**config.mk**
```make
export PLATFORM = sky130hd
export DESIGN_NAME = cbp_ctrl
export DESIGN_NICKNAME = d
export VERILOG_FILES = /design/src/design/cbp_pkg.sv /design/src/design/cbp_ctrl.sv
export SDC_FILE = /design/constraint.sdc
export NUM_CORES = 1
export LEC_CHECK = 0
export ABC_AREA = 1
export BUFFER_PORTS_ARGS = -buffer_cell sky130_fd_sc_hd__buf_2
export CAP_MARGIN = 40
export CORE_MARGIN = 2
export CORE_UTILIZATION = 48
export CTS_CLUSTER_DIAMETER = 30
export DETAILED_ROUTE_END_ITERATION = 8
export PLACE_DENSITY = 0.75
export SYNTH_ARGS = -nofsm -noshare
export SYNTH_HDL_FRONTEND = slang
export SYNTH_SLANG_ARGS = --single-unit
```
**constraint.sdc**
```tcl
create_clock -name clk -period 1.6 [get_ports clk]
set_clock_uncertainty 0.2 [all_clocks]
set_input_delay 0.16 -clock clk [delete_from_list [all_inputs] [get_ports clk]]
set_output_delay 0.16 -clock clk [all_outputs]
set_load 0.005 [all_outputs]
```
**src/design/cbp_pkg.sv**
```systemverilog
// Shared constants, request and register codes, and interface structs for the conv point unit.
`timescale 1ns / 1ps
`default_nettype none

package cbp_pkg;

  // Kernel geometry
  localparam int KERNEL_SIZE = 3;
  localparam int KERNEL_TAPS = KERNEL_SIZE * KERNEL_SIZE;
  localparam int PAD         = KERNEL_SIZE / 2;

  // Default store sizes
  localparam int ACT_DEPTH_DEF    = 16384;
  localparam int WEIGHT_DEPTH_DEF = 65536;
  localparam int MAX_CHANNELS_DEF = 64;

  // Datapath widths
  localparam int ACT_IDX_W  = 20;  // flat activation index before range check
  localparam int WGT_IDX_W  = 17;  // flat weight index before range check
  localparam int ACC_W      = 43;  // up to 127*9 products of 32 bits
  localparam int ACC_LO_W   = 22;  // low part of the split scale multiply
  localparam int SUM_W      = 60;  // acc * scale plus rounding
  localparam int FRAC_SHIFT = 24;
  localparam int RES_W      = SUM_W - FRAC_SHIFT + 1;

  // Pipeline depth from tap issue to accumulator update
  localparam int DRAIN_CYCLES = 3;

  // Request codes
  localparam logic [2:0] REQ_LOAD_ACT   = 3'd0;
  localparam logic [2:0] REQ_LOAD_WGT   = 3'd1;
  localparam logic [2:0] REQ_LOAD_SCALE = 3'd2;
  localparam logic [2:0] REQ_LOAD_BIAS  = 3'd3;
  localparam logic [2:0] REQ_COMPUTE    = 3'd4;

  // Configuration register indexes
  localparam int CFG_DATA_W = 7;
  localparam logic [2:0] CFG_IN_CH   = 3'd0;
  localparam logic [2:0] CFG_OUT_CH  = 3'd1;
  localparam logic [2:0] CFG_HEIGHT  = 3'd2;
  localparam logic [2:0] CFG_WIDTH   = 3'd3;
  localparam logic [2:0] CFG_STRIDE  = 3'd4;

  // Configuration reset values
  localparam logic [6:0] IN_CH_RST   = 7'd16;
  localparam logic [6:0] OUT_CH_RST  = 7'd16;
  localparam logic [5:0] HEIGHT_RST  = 6'd32;
  localparam logic [5:0] WIDTH_RST   = 6'd32;
  localparam logic [1:0] STRIDE_RST  = 2'd1;

  typedef struct packed {
    logic [6:0] in_channel_count;
    logic [6:0] out_channel_count;
    logic [5:0] in_height;
    logic [5:0] in_width;
    logic [1:0] conv_stride;
  } cbp_cfg_t;

  // Controller to datapath
  typedef struct packed {
    logic load_act;
    logic load_wgt;
    logic load_scale;
    logic load_bias;
    logic capture;
    logic setup;
    logic start_taps;
    logic tap;
    logic mul;
    logic sum;
    logic emit_ok;
    logic emit_bad;
  } cbp_cmd_t;

  // Datapath to controller
  typedef struct packed {
    logic pos_bad;
    logic no_taps;
    logic last_tap;
  } cbp_stat_t;

endpackage

`default_nettype wire

```
**src/design/cbp_ctrl.sv**
```systemverilog
// Controller state machine: request decode, tap sequencing, drain and result steps.
`timescale 1ns / 1ps
`default_nettype none

module cbp_ctrl import cbp_pkg::*; (
  input  wire logic      clk,
  input  wire logic      rst_n,
  input  wire logic      start,
  input  wire logic [2:0] req_type,
  input  wire cbp_stat_t stat,
  output logic           busy,
  output cbp_cmd_t       cmd
);

  typedef enum logic [7:0] {
    ST_IDLE  = 8'b0000_0001,
    ST_CHECK = 8'b0000_0010,
    ST_BASE  = 8'b0000_0100,
    ST_RUN   = 8'b0000_1000,
    ST_DRAIN = 8'b0001_0000,
    ST_MUL   = 8'b0010_0000,
    ST_SUM   = 8'b0100_0000,
    ST_FINAL = 8'b1000_0000
  } cbp_state_t;

  localparam logic [1:0] DRAIN_LAST = 2'(DRAIN_CYCLES - 1);

  cbp_state_t state_r, state_nxt;
  logic [1:0] drain_cnt_r, drain_cnt_nxt;

  // Next state and commands
  always_comb begin
    cmd           = '0;
    state_nxt     = state_r;
    drain_cnt_nxt = drain_cnt_r;
    unique case (state_r)
      ST_IDLE: begin
        if (start) begin
          unique case (req_type)
            REQ_LOAD_ACT:   cmd.load_act   = 1'b1;
            REQ_LOAD_WGT:   cmd.load_wgt   = 1'b1;
            REQ_LOAD_SCALE: cmd.load_scale = 1'b1;
            REQ_LOAD_BIAS:  cmd.load_bias  = 1'b1;
            REQ_COMPUTE: begin
              cmd.capture = 1'b1;
              state_nxt   = ST_CHECK;
            end
            default: ;
          endcase
        end
      end
      ST_CHECK: begin
        cmd.setup = 1'b1;
        if (stat.pos_bad) begin
          cmd.emit_bad = 1'b1;
          state_nxt    = ST_IDLE;
        end else begin
          state_nxt = ST_BASE;
        end
      end
      ST_BASE: begin
        cmd.start_taps = 1'b1;
        drain_cnt_nxt  = '0;
        state_nxt      = stat.no_taps ? ST_DRAIN : ST_RUN;
      end
      ST_RUN: begin
        cmd.tap = 1'b1;
        if (stat.last_tap) begin
          drain_cnt_nxt = '0;
          state_nxt     = ST_DRAIN;
        end
      end
      ST_DRAIN: begin
        if (drain_cnt_r == DRAIN_LAST) begin
          state_nxt = ST_MUL;
        end else begin
          drain_cnt_nxt = drain_cnt_r + 2'd1;
        end
      end
      ST_MUL: begin
        cmd.mul   = 1'b1;
        state_nxt = ST_SUM;
      end
      ST_SUM: begin
        cmd.sum   = 1'b1;
        state_nxt = ST_FINAL;
      end
      ST_FINAL: begin
        cmd.emit_ok = 1'b1;
        state_nxt   = ST_IDLE;
      end
      default: state_nxt = ST_IDLE;
    endcase
  end

  // State registers
  always_ff @(posedge clk) begin
    if (!rst_n) begin
      state_r     <= ST_IDLE;
      drain_cnt_r <= '0;
    end else begin
      state_r     <= state_nxt;
      drain_cnt_r <= drain_cnt_nxt;
    end
  end

  assign busy = (state_r != ST_IDLE);

endmodule

`default_nettype wire

```
==> results.md <==
- The run finished, with violations left.
- The final reports fail on negative setup slack.
- The start point of the worst min-delay path is stat[0].
- The top cell type's share of synthesized area is 28.6%.
- The critical setup path kind is reg2out.
- After global routing the overflow that remains totals 0.
- In the post-synthesis netlist, the cell with the most instances is sky130_fd_sc_hd__inv_1.
- STA classifies the critical path endpoint as a primary output.
- For the worst setup path, the data arrival time is between 1 and 1.5 ns.
- The global-route wire length before repair is slightly below 3000 microns.
- The floorplan core area is 1330 sq um.
- The post-synthesis cell type with the largest combined area is sky130_fd_sc_hd__dfxtp_1.
- Buffers inserted during clock tree synthesis total 3.
- The number of setup violations in the final report is 12.
- The total via count in the routed design is ~840.
- The longest clock path from root to sink contains 2 buffers.
- The detailed-routing iteration count for the pre-antenna-repair pass is 4.
- The number of nets in the layout is approximately 160.
- The tool flagged a number of max-cap violations equal to 0.
- The final worst-path cycle share is 110%.
- For this run, the register share of the synthesized area comes to between 20% and 30%.
- The number of synthesis warnings is 0.
- After synthesis the cells add up to around 700 sq um.
- After clock tree synthesis, the clock-pin slew on the worst setup and hold paths is approximately 0.07 ns.
- For the worst-skew pair, the clock arrives at the later sink with an insertion delay of 0.27 ns.
- The achievable clock frequency is 570 MHz.
- The via count of the first global-routing pass is 724.
- The number of DRC violations after detailed-routing iteration 0 is 10.
- The count of antenna diodes in the layout is 0.
- The number of buffers inserted by port buffering is 21.
- The max-slew violation count is 0.
- Setup repair after global routing could not meet its margin everywhere.
- The die covers 1780 sq um.
- Measured along the x axis, the die boundary spans approximately 42 microns.
- The peak fanout along the critical path is 3.
- At the pin with the least slew margin, the transition time is 0.316 ns.
- Once detail routing completed, the nets flagged for antenna violations numbered 0.
- In this run, synthesis produced a sequential element count of 10.
- The fraction of final layout cells with drive strength greater than 1 is 56.9%.
- At the worst endpoint, the required time is 1.24 ns.
- The total count of hold-check failures in the final report is 0.
- The chip height is 42.2 microns.
- Yosys mapped a number of flops with a built-in enable equal to 0.
- For this design the ratio of total power to cell area is 710 nW/um^2.
- The number of nets in the synthesized netlist is 111.
- In this run the number of H-tree levels came out at 1.
- In the post-synthesis netlist, the biggest area contributors are sky130_fd_sc_hd__dfxtp_1, sky130_fd_sc_hd__nand2_4, sky130_fd_sc_hd__inv_1.
- Wires add up to between 2000 and 2500 microns.
- The placed wire-length estimate after detailed placement is 1230 microns.
- The post-route standard cell area excluding fillers is around 1100 sq um.
- Entering global routing, the biggest net connects 10 pins.
- Across the VDD grid, the largest voltage drop is roughly 0.45 mV.
- The number of library cell types mapped by synthesis is 23.
- The number of vias per cell is 5.26.
- The clock drives 10 sinks.
- The min-delay analysis places its worst path in the category in2reg.
- The boundary pin count is 22.
- For this run, the share of the core covered by cells in the final layout is 84.1%.
- Sorting the synthesized cells by how often they occur yields sky130_fd_sc_hd__inv_1, sky130_fd_sc_hd__nand2_1, sky130_fd_sc_hd__nand3_1, sky130_fd_sc_hd__nor2_1, sky130_fd_sc_hd__dfxtp_1.
- In the routed design, unresolved DRC markers number 0.
- The final weighted congestion in routability-driven placement is 0.770.
- For this run, the leading register cell type out of synthesis is sky130_fd_sc_hd__dfxtp_1.
- The post-layout worst setup margin is -0.153 ns.
- Synthesis produced a netlist whose cell count is 101.
- The number of antenna violations at the first check in global routing is 0.
- The mean area per synthesized cell is 6.92 sq um.
- The launching point of the worst reg2reg path is state_r[3].
- After synthesis, the share of flip-flops with an asynchronous set or reset is 0%.
- STA classifies the critical path startpoint as a flop.
- The combined global-route utilization of all metal layers is 20.6%.
- The worst hold path depth is 4.
- The area growth from synthesis to layout is 60.3%.
- The depth of the worst register-to-register path is 9.
- After layout, the design draws a total of ~800 uW.
- After detailed routing, the average wire length per cell comes to 13.5 microns.
- The launch point of the worst path is state_r[3].
- The effective utilization at floorplan is 52.4%.
- The root buffer cell chosen for the clock tree is sky130_fd_sc_hd__clkbuf_4.
- The cell area after placement is about 820 sq um.
- The number of core rows is 13.
- The final critical-path required period is 1.75 ns.
- TritonCTS built the clock tree.
- The worst pin sits at a relative slew slack of 78.8%.
- In this run the static leakage power is 0.000570 uW.
## worst max-delay path: stages, from the launching register on
cell and delay, ns:
sky130_fd_sc_hd__dfxtp_2 0.33, sky130_fd_sc_hd__inv_2 0.07, sky130_fd_sc_hd__nand2_4 0.08, sky130_fd_sc_hd__buf_12 0.13, sky130_fd_sc_hd__nor2_4 0.11, sky130_fd_sc_hd__nand4_1 0.15, sky130_fd_sc_hd__inv_1 0.13, sky130_fd_sc_hd__buf_2 0.12
## layout by cell type (no fill, tap or decap), drive strengths merged, types with 2 or more instances in the layout
cell and instances:
nand4 5, nand2 19, nor3 6, nor2 15, a21oi 3, o21ai 2, dlygate4sd3 3, inv 25
nand3 11, buf 37, dfxtp 10, clkbuf 3
## final timing paths
| kind | slack (ns) | endpoint |
|---|---|---|
| worst max-delay path | -0.15 | cmd[3] |
| worst min-delay path | 0.05 | state_r[3] |
| worst max register to register | -0.02 | state_r[0] |
| worst min register to register | 0.28 | drain_cnt_r[1] |
## report_power, final
group | internal, uW | switching (uW)
clock | 87.1 | 96.1
sequential | 264 | 17.3
combinational | 161 | 171
## cells by family after synthesis
family | count (synthesis) | synth area share, %
simple gates | 58 | 50.3
buf+inv | 26 | 14.3
flops | 10 | 28.6
compound gates | 6 | 5.01
fa+ha+maj | 1 | 1.79
## metrics by stage
step / hold WS, ns / setup slack (ns) / setup TNS, ns / cells
finish: 0.0542 / -0.153 / -0.642 / 159
detailed placement: 0.146 / 0.121 / 0 / 137
global placement: 0.144 / 0.171 / 0 / 137
floorplan: 0.0380 / 0.265 / 0 / 101
global route: 0.0881 / -0.180 / -1.61 / 159
CTS: 0.0234 / -0.0810 / -0.424 / 149
## state kept, by name, summed over array words and instances (netlist names)
signal	count
state_r	8
drain_cnt_r	2
## layer usage
layer	up-vias	track usage, %	wire (microns)
li1	405	-	-
met1	389	24.5	820
met2	31	36.3	1150
met3	11	3.88	104
met4	0	7.50	78
met5	-	0	0
## layout make-up
class,count,area (sq um)
flip-flops and latches,10,208
fillers,78,213
repair buffers,40,290
clock buffers,3,22.5
inverters,26,105
well taps,15,18.8
multi-input cells,65,477
## what timing repair did
item                                    4_1_cts  5_1_grt
hold buffers                                  3        0
endpoints found under the setup margin        9       15
cloned                                        0        0
endpoints found under the hold margin         4        0
setup buffers                                 6       10
gates resized for setup                      10       19
pin swaps                                     5        6
Note: power is estimated with default switching activity, not from simulation.
